### src/gf2inv_pkg.sv
// Shared types and constants for the GF(2) divstep polynomial inverter.
`default_nettype none
package gf2inv_pkg;

	localparam int FIELD_W = 64;
	localparam int CNT_W   = 7;
	localparam int DELTA_W = 9;

	localparam logic [CNT_W-1:0] STEP_COUNT_RST = 7'd127;

	typedef logic signed [DELTA_W-1:0] delta_t;
	typedef logic [CNT_W-1:0]          cnt_t;

	typedef enum logic [2:0] {
		ST_IDLE = 3'b001,
		ST_RUN  = 3'b010,
		ST_HOLD = 3'b100
	} state_t;

endpackage
`default_nettype wire

### src/gf2_poly_divstep_inverse.sv
// Top level: GF(2) polynomial inversion by constant-time divsteps.
//
// Input channel (in_valid / in_stall) carries f and g as low and high words;
// only the low HALF_WIDTH bits of each word are used. A request is taken
// when in_valid is high and in_stall is low. The output channel
// (out_valid / out_stall) returns the final v and the final f, zero-extended.
// The user must see that step_count is written through cfg_we / cfg_wdata
// only while the block is idle; the block itself does not enforce this.
//
// One divstep is done per cycle by a single shared step unit under a small
// sequencer: an accepted request runs step_count divsteps in state RUN, then
// waits in state HOLD until the output register is free and takes its result.
// No new request is accepted while one is in RUN or HOLD. A step count of
// zero skips the unit entirely. The output register lets a new request be
// accepted while a result waits; if that next result finishes before the old
// one is taken, the sequencer holds it and in_stall stays high until the
// output register frees.
// Reset (arst_n low) empties the output register, returns the sequencer to
// idle and sets step_count to 127.
`default_nettype none
module gf2_poly_divstep_inverse
	import gf2inv_pkg::*;
#(
	parameter int HALF_WIDTH = 64
) (
	input  wire logic               clk,
	input  wire logic               arst_n,
	input  wire logic               cfg_we,
	input  wire logic [CNT_W-1:0]   cfg_wdata,
	input  wire logic               in_valid,
	output logic                    in_stall,
	input  wire logic [FIELD_W-1:0] f_lo,
	input  wire logic [FIELD_W-1:0] f_hi,
	input  wire logic [FIELD_W-1:0] g_lo,
	input  wire logic [FIELD_W-1:0] g_hi,
	output logic                    out_valid,
	input  wire logic               out_stall,
	output logic [FIELD_W-1:0]      v_lo,
	output logic [FIELD_W-1:0]      v_hi,
	output logic [FIELD_W-1:0]      final_f_lo,
	output logic [FIELD_W-1:0]      final_f_hi
);

	localparam int PW = 2 * HALF_WIDTH;

	state_t          state_q;
	cnt_t            step_count_q;
	cnt_t            step_idx_q;
	delta_t          delta_q;
	logic [PW-1:0]   f_q, g_q, u_q, v_q, q_q, r_q;
	logic [PW-1:0]   vout_q, fout_q;
	logic            out_valid_q;

	logic            in_acc, out_free, last_step;
	logic            sw, f0, g0;
	logic [PW-1:0]   fs, gs, us, vs, qs, rs, gx;
	logic [PW-1:0]   f_nx, g_nx, u_nx, v_nx, q_nx, r_nx;
	delta_t          delta_nx;

	assign in_stall  = (state_q != ST_IDLE);
	assign in_acc    = in_valid && !in_stall;
	assign out_valid = out_valid_q;
	assign out_free  = !out_valid_q || !out_stall;
	assign last_step = (step_idx_q == step_count_q - cnt_t'(1));

	// shared divstep unit
	always_comb begin
		sw = (delta_q > delta_t'(0)) && g_q[0];
		fs = sw ? g_q : f_q;
		gs = sw ? f_q : g_q;
		qs = sw ? u_q : q_q;
		us = sw ? q_q : u_q;
		rs = sw ? v_q : r_q;
		vs = sw ? r_q : v_q;
		delta_nx = (sw ? -delta_q : delta_q) + delta_t'(1);
		f0 = fs[0];
		g0 = gs[0];
		gx   = ({PW{f0}} & gs) ^ ({PW{g0}} & fs);
		q_nx = ({PW{f0}} & qs) ^ ({PW{g0}} & us);
		r_nx = ({PW{f0}} & rs) ^ ({PW{g0}} & vs);
		g_nx = {1'b0, gx[PW-1:1]};
		f_nx = fs;
		u_nx = {us[PW-2:0], 1'b0};
		v_nx = {vs[PW-2:0], 1'b0};
	end

	always_ff @(posedge clk or negedge arst_n) begin
		if (!arst_n) begin
			state_q      <= ST_IDLE;
			step_count_q <= STEP_COUNT_RST;
			step_idx_q   <= '0;
			out_valid_q  <= 1'b0;
		end else begin
			if (cfg_we) begin
				step_count_q <= cfg_wdata;
			end
			if (state_q == ST_HOLD && out_free) begin
				out_valid_q <= 1'b1;
			end else if (out_valid_q && !out_stall) begin
				out_valid_q <= 1'b0;
			end
			case (state_q)
				ST_IDLE: begin
					if (in_acc) begin
						step_idx_q <= '0;
						state_q    <= (step_count_q == '0) ? ST_HOLD : ST_RUN;
					end
				end
				ST_RUN: begin
					step_idx_q <= step_idx_q + cnt_t'(1);
					if (last_step) begin
						state_q <= ST_HOLD;
					end
				end
				ST_HOLD: begin
					if (out_free) begin
						state_q <= ST_IDLE;
					end
				end
				default: begin
					state_q <= ST_IDLE;
				end
			endcase
		end
	end

	// working registers and output register, no reset needed
	always_ff @(posedge clk) begin
		if (in_acc) begin
			f_q     <= {f_hi[HALF_WIDTH-1:0], f_lo[HALF_WIDTH-1:0]};
			g_q     <= {g_hi[HALF_WIDTH-1:0], g_lo[HALF_WIDTH-1:0]};
			u_q     <= PW'(1);
			v_q     <= '0;
			q_q     <= '0;
			r_q     <= PW'(1);
			delta_q <= delta_t'(1);
		end else if (state_q == ST_RUN) begin
			f_q     <= f_nx;
			g_q     <= g_nx;
			u_q     <= u_nx;
			v_q     <= v_nx;
			q_q     <= q_nx;
			r_q     <= r_nx;
			delta_q <= delta_nx;
		end
		if (state_q == ST_HOLD && out_free) begin
			vout_q <= v_q;
			fout_q <= f_q;
		end
	end

	assign v_lo       = FIELD_W'(vout_q[HALF_WIDTH-1:0]);
	assign v_hi       = FIELD_W'(vout_q[PW-1:HALF_WIDTH]);
	assign final_f_lo = FIELD_W'(fout_q[HALF_WIDTH-1:0]);
	assign final_f_hi = FIELD_W'(fout_q[PW-1:HALF_WIDTH]);

	a_run_in_range: assert property (@(posedge clk) disable iff (!arst_n)
		(state_q == ST_RUN) |-> (step_idx_q < step_count_q))
		else $error("step index beyond step count");

	a_delta_bound: assert property (@(posedge clk) disable iff (!arst_n)
		(state_q == ST_RUN) |-> ($signed(delta_q) >= -127 && $signed(delta_q) <= 128))
		else $error("delta out of range");

	a_accept_starts: assert property (@(posedge clk) disable iff (!arst_n)
		in_acc |=> (state_q == ST_RUN || state_q == ST_HOLD))
		else $error("request accepted but sequencer not started");

	a_hold_emits: assert property (@(posedge clk) disable iff (!arst_n)
		(state_q == ST_HOLD && out_free) |=> (out_valid_q && state_q == ST_IDLE))
		else $error("held result not moved to output");

endmodule
`default_nettype wire
### config.mk
export PLATFORM = sky130hd
export DESIGN_NAME = gf2_poly_divstep_inverse
export DESIGN_NICKNAME = d
export VERILOG_FILES = /design/src/gf2inv_pkg.sv /design/src/gf2_poly_divstep_inverse.sv
export SDC_FILE = /design/constraint.sdc
export NUM_CORES = 2
export LEC_CHECK = 0
export CORE_ASPECT_RATIO = 1.75
export CORE_MARGIN = 8
export CORE_UTILIZATION = 35
export DETAILED_ROUTE_END_ITERATION = 6
export DONT_BUFFER_PORTS = 1
export GPL_TIMING_DRIVEN = 0
export PLACE_DENSITY_LB_ADDON = 0.15
export SYNTH_ARGS = -nofsm -noshare
export SYNTH_HDL_FRONTEND = slang
export SYNTH_SLANG_ARGS = --single-unit
export TNS_END_PERCENT = 10
### constraint.sdc
create_clock -name clk -period 16.6 [get_ports clk]
set_input_delay 4.98 -clock clk [delete_from_list [all_inputs] [get_ports clk]]
set_output_delay 4.98 -clock clk [all_outputs]
set_load 0.005 [all_outputs]
[Yosys cells after proc, flatten, opt, wreduce, memory -nomap -nowiden]
Index checks and enable logic that the tools add are counted.
Operators by class
  bitwise operators: 6
  order comparisons: 1
  reductions and logical operators: 14
  add/subtract/negate cells: 4
  eq/ne operators: 8
  muxes and demuxes: 18
Operators with widths (count)
  $mux 128: 8
  $and 128x128->128: 4
  $xor 128x128->128: 2
  $pmux 7 s2: 1
  $mux 3: 4
  $add 9x2->9 const B: 1
  $gt 9x1->1 const B: 1
  $mux 9: 1
  $neg 9->9: 1
  $pmux 3 s3: 1
  $add 7x1->7 const B: 1
  $eq 7x7->1: 1
  $logic_not 7->1: 1
  $mux 7: 1
  $sub 7x1->7 const B: 1
  $ne 2x2->1 const B: 3
  $reduce_bool 2->1: 3
  $logic_and 1x1->1: 4
  $eq 3x1->1 const B: 1
  $eq 3x2->1 const B: 1
  $eq 3x3->1 const B: 1
  $logic_not 1->1: 3
  $ne 3x1->1 const B: 1
  $reduce_and 3->1: 1
  3 further kinds: 4
Storage, ports and cells
  output and inout port bits: 258
  word-level logic and storage cells: 62
  bits in registers: 793
  input bits: 268

[Logic depth before layout (Yosys ltp)]
  depth after elaboration: 7
  mapped depth: 15
  depth with buffers taken out: 13

[Least setup slack after synthesis]
Ideal clock, no wire load.
  kind: input to register
  start: input port out_stall
  end: register fout_q[0], enable pin
  data required time: 15.643 ns
  cell stages on the path: 1
  arrival: 16.920 ns
  slack: -1.277 ns
  setup time: 0.957 ns
  buffers on the path: 0
  cells stage by stage: a21oi_1
On the way
  word-level cells in the longest chain between the ends: 3
RTL lines
  start: declaration: RTL line gf2_poly_divstep_inverse.sv:37  | input wire logic out_stall,
  $logic_not 1->1: RTL line gf2_poly_divstep_inverse.sv:63  | assign out_free = !out_valid_q || !out_stall;
  $logic_or 1x1->1: RTL line gf2_poly_divstep_inverse.sv:63
  $logic_and 1x1->1: RTL line gf2_poly_divstep_inverse.sv:146  | if (state_q == ST_HOLD && out_free) begin
  end signal: assignment: RTL line gf2_poly_divstep_inverse.sv:148  | fout_q <= f_q;
  end: declaration: RTL line gf2_poly_divstep_inverse.sv:51  | logic [PW-1:0] vout_q, fout_q;
Every way passes these cells.
A chain may end at the register's enable or synchronous reset.

[Worst setup path after layout]
  start: input port in_valid
  end: register f_q[23], enable pin
On the way
  word-level cells in the longest chain between the ends: 2
RTL lines
  start: declaration: RTL line gf2_poly_divstep_inverse.sv:30  | input wire logic in_valid,
  $logic_and 1x1->1: RTL line gf2_poly_divstep_inverse.sv:61  | assign in_acc = in_valid && !in_stall;
  $reduce_bool 2->1 (no source line)
  end signal: assignment: RTL line gf2_poly_divstep_inverse.sv:130  | f_q <= {f_hi[HALF_WIDTH-1:0], f_lo[HALF_WIDTH-1:0]};
  end signal: assignment: RTL line gf2_poly_divstep_inverse.sv:138  | f_q <= f_nx;
  end: declaration: RTL line gf2_poly_divstep_inverse.sv:50  | logic [PW-1:0] f_q, g_q, u_q, v_q, q_q, r_q;
Every way passes these cells.

==> out/results.ini <==
[setup_path]
ff2ff_path_depth=15
critPathTopFamily=buffers and inverters
crit_path_max_incr_delay_ps=860
critPathBufInv=4
cp-start-kind=input port
cp.arrival_ps=7520
critPathKind=input port to flip-flop
cpMaxStageDelayCell=nor2_1
cp_num_cells=6
crit_chain=and2_1 -> clkbuf_1 -> buf_2 -> nor2_1 -> inv_8 -> buf_16
critPathRequiredTime_ps=16890
crit_fanout=95
end_kind=flip-flop

[die]
num_rows=152
core_area_um2=97600
die-area_um2=109000
fp.dieW_um=253
start_util_pct=35.2
ios=526
fp.dieH_um=430

[cells_and_area]
nets=3719
synthToLayoutAreaGrowth_pct=13.6
drive_gt1_share_pct=6.03

[timing]
grt_setup_unrepaired=false
setup_viol=0
finalCritPeriodShare_pct=43.6
hold_viol=0
slew_viol_final=0
max-slew-margin-rel_pct=17.2
fin_crit_ps=7240
clock_skew_ps=27.8
clock.fmax_ghz=0.138
hold_slack_ps=448
worst_pin_slew_ps=1240

[cts]
cts_made_buffers=81
clockRootBuffer=clkbuf_16
holdBufCountCts=0
cts.clk_slew.worst_paths_ps=60
htree_levels=3
post-cts-setup-buffer-count=0
insertion_delay_ps=670
cts_buffer_depth=3
cts_tree=done
cts_resized=0
cts_sinks=792

[synth]
ys.flop_type=edfxtp_1
synth.avg_cell_area_um2=10.2
synth_nets=3622
synth-seq-cells=792
async_flop_share_pct=2.27
yosys.area_share.simple_pct=15.6
synthAdderAreaFrac_pct=0.219
netlist-cell-type-count=64
synthMuxAreaShare_pct=3.90
synth_top_family_by_area=simple AND/OR/NAND/NOR gates
synth_compound_area_share_pct=8.94
synth-edff-count=511
synth_cells=3348
yosys_warnings=0
seq_area_frac_synth_pct=61.4
synth-xor-area-share_pct=6.92
syn_area_um2=34300

[worst_hold_path]
min_path_cells=0
hold_path.class=flip-flop to flip-flop

[route]
drt_first_pass_iters=5
ant_nets=0
routedWlPerCell_um=23.2
via_count=24500
route.detailed.drc=0
routed_wirelength_um=112000
drt_iter0_markers=1434
viasPerCell=5.06

[power]
vdd_drop_max_mv=0.118
power_density_nw_per_um2=199
p_leak_nw=13.0
total_power_w=0.00776

[place]
dp_hpwl_um=80500
numPortBuffers=0
gp_routability_congestion=0.831

[flow_run]
maxCapViolations=0

[grt]
grt_use_total_pct=20.1
grt_start_max_net_pins=104
grt_pass1_wl_um=165000
antenna_found_initial=23
grt_pass1_vias=24900
overflow=0

[status]
status=finished, final reports clean

synthesized netlist by cell type (10+ instances only):
library cell / instances / share of area (%)
nand2_1: 1035 / 11
edfxtp_1: 511 / 45
o21ai_0: 397 / 5.8
xnor2_1: 265 / 6.8
dfxtp_1: 263 / 15
clkbuf_1: 175 / 1.9
nor2_1: 138 / 1.5
nand3_1: 133 / 1.9
a31oi_1: 132 / 2.4
mux2i_1: 128 / 3.7
buf_2: 37 / 0.54
buf_1: 18 / 0.20
dfrtp_1: 10 / 0.73
cell usage in the layout, fill, tap and decap left out, drive strengths merged, types with 2 or more instances in the layout:
master	instances
clkbuf	271
nor4	6
o31ai	2
nand4	4
clkinvlp	7
a31oi	133
nand3	134
xnor2	265
a21oi	7
o311ai	2
mux2	5
xor2	6
inv	15
diode	14
clkinv	38
dfstp	8
ha	6
buf	73
and3b	3
nand2	1036
o21ai	398
mux2i	128
bufinv	7
nor3	2
edfxtp	511
a21boi	2
o21bai	2
dfrtp	10
and2	3
nor2	138
and3	6
dfxtp	263
routing by layer:
metal  GRT usage [%]  wire, um  part of all wire, %  up-vias
li1                -         -                    -    11700
met1            23.0     44200                   39    11900
met2            35.1     56100                   50      745
met3            7.16      9450                  8.4      142
met4            5.66      2300                  2.1       10
met5               0        69                0.062        -
sequential cells by signal, summed over array words and instances, names as in the netlist:
signal and cells:
state_q 3, step_idx_q 7, g_q 128, step_count_q 7
out_valid 1, vout_q 127, fout_q 128, delta_q 9
f_q 128, r_q 127, v_q 127
worst paths after layout:
kind / slack [ps] / startpoint / endpoint
worst max-delay path: 9360 / in_valid / f_q[23]
worst min-delay path: 450 / v_q[127] / vout_q[127]
worst max register to register: 12170 / delta_q[0] / delta_q[8]
worst min register to register: 450 / v_q[127] / vout_q[127]
max in group asynchronous: 12400 / arst_n / step_count_q[6]
min in group asynchronous: 4020 / arst_n / step_idx_q[1]
worst register-to-register path, stage by stage (launching register included):
cell,delay [ps]
dfxtp_1,370
inv_1,180
ha_1,350
nand2_1,150
or3_1,330
ha_1,310
nand2_2,220
clkbuf_8,240
clkbuf_1,600
a21o_1,210
ha_1,190
inv_1,100
nor4_4,420
nand3_2,150
or4_1,430
o311ai_2,90
power breakdown:
part	leakage (nW)	switching (W)	total [W]	internal (W)
sequential	7.11	0.000303	0.00316	0.00286
clock	1.27	0.000827	0.00186	0.00103
combinational	4.61	0.00188	0.00274	0.000858
total	13.0	0.00301	0.00776	0.00474
final cells by class:
type                            instances  area (um^2)
Fill cell                            9597        58600
Timing Repair Buffer                   14          348
Inverter                                9         41.3
Tap cell                             1309         1640
Buffer                                237          992
Clock buffer                           93         2110
Sequential cell                       792        21100
Clock inverter                         58          514
Multi-Input combinational cell       2310        12200
Antenna cell                           14         35.0
cells by family (layout without fill, tap and decap cells):
kind of cell / Yosys count / count (layout)
simple gates: 1340 / 1340
other cells: 1 / 15
buf+inv: 246 / 411
compound gates: 559 / 559
mux: 133 / 133
xor+xnor: 271 / 271
fa+ha+maj: 6 / 6
flops: 792 / 792
metrics by stage:
stage                     utilization, %  worst slack (ps)  setup TNS, ps  cells  area [um^2]
after detailed placement            37.2              8600              0   4671        36300
after global routing                39.9              9240              0   4826        39000
final                               40.0              9360              0   4836        39000
after floorplan                        -              3750              0   3348        34300
after global placement              36.8             -1060        -254410   4657        36000
after CTS                           39.9              9340              0   4822        38900
Note: power is estimated with default switching activity, not from simulation.
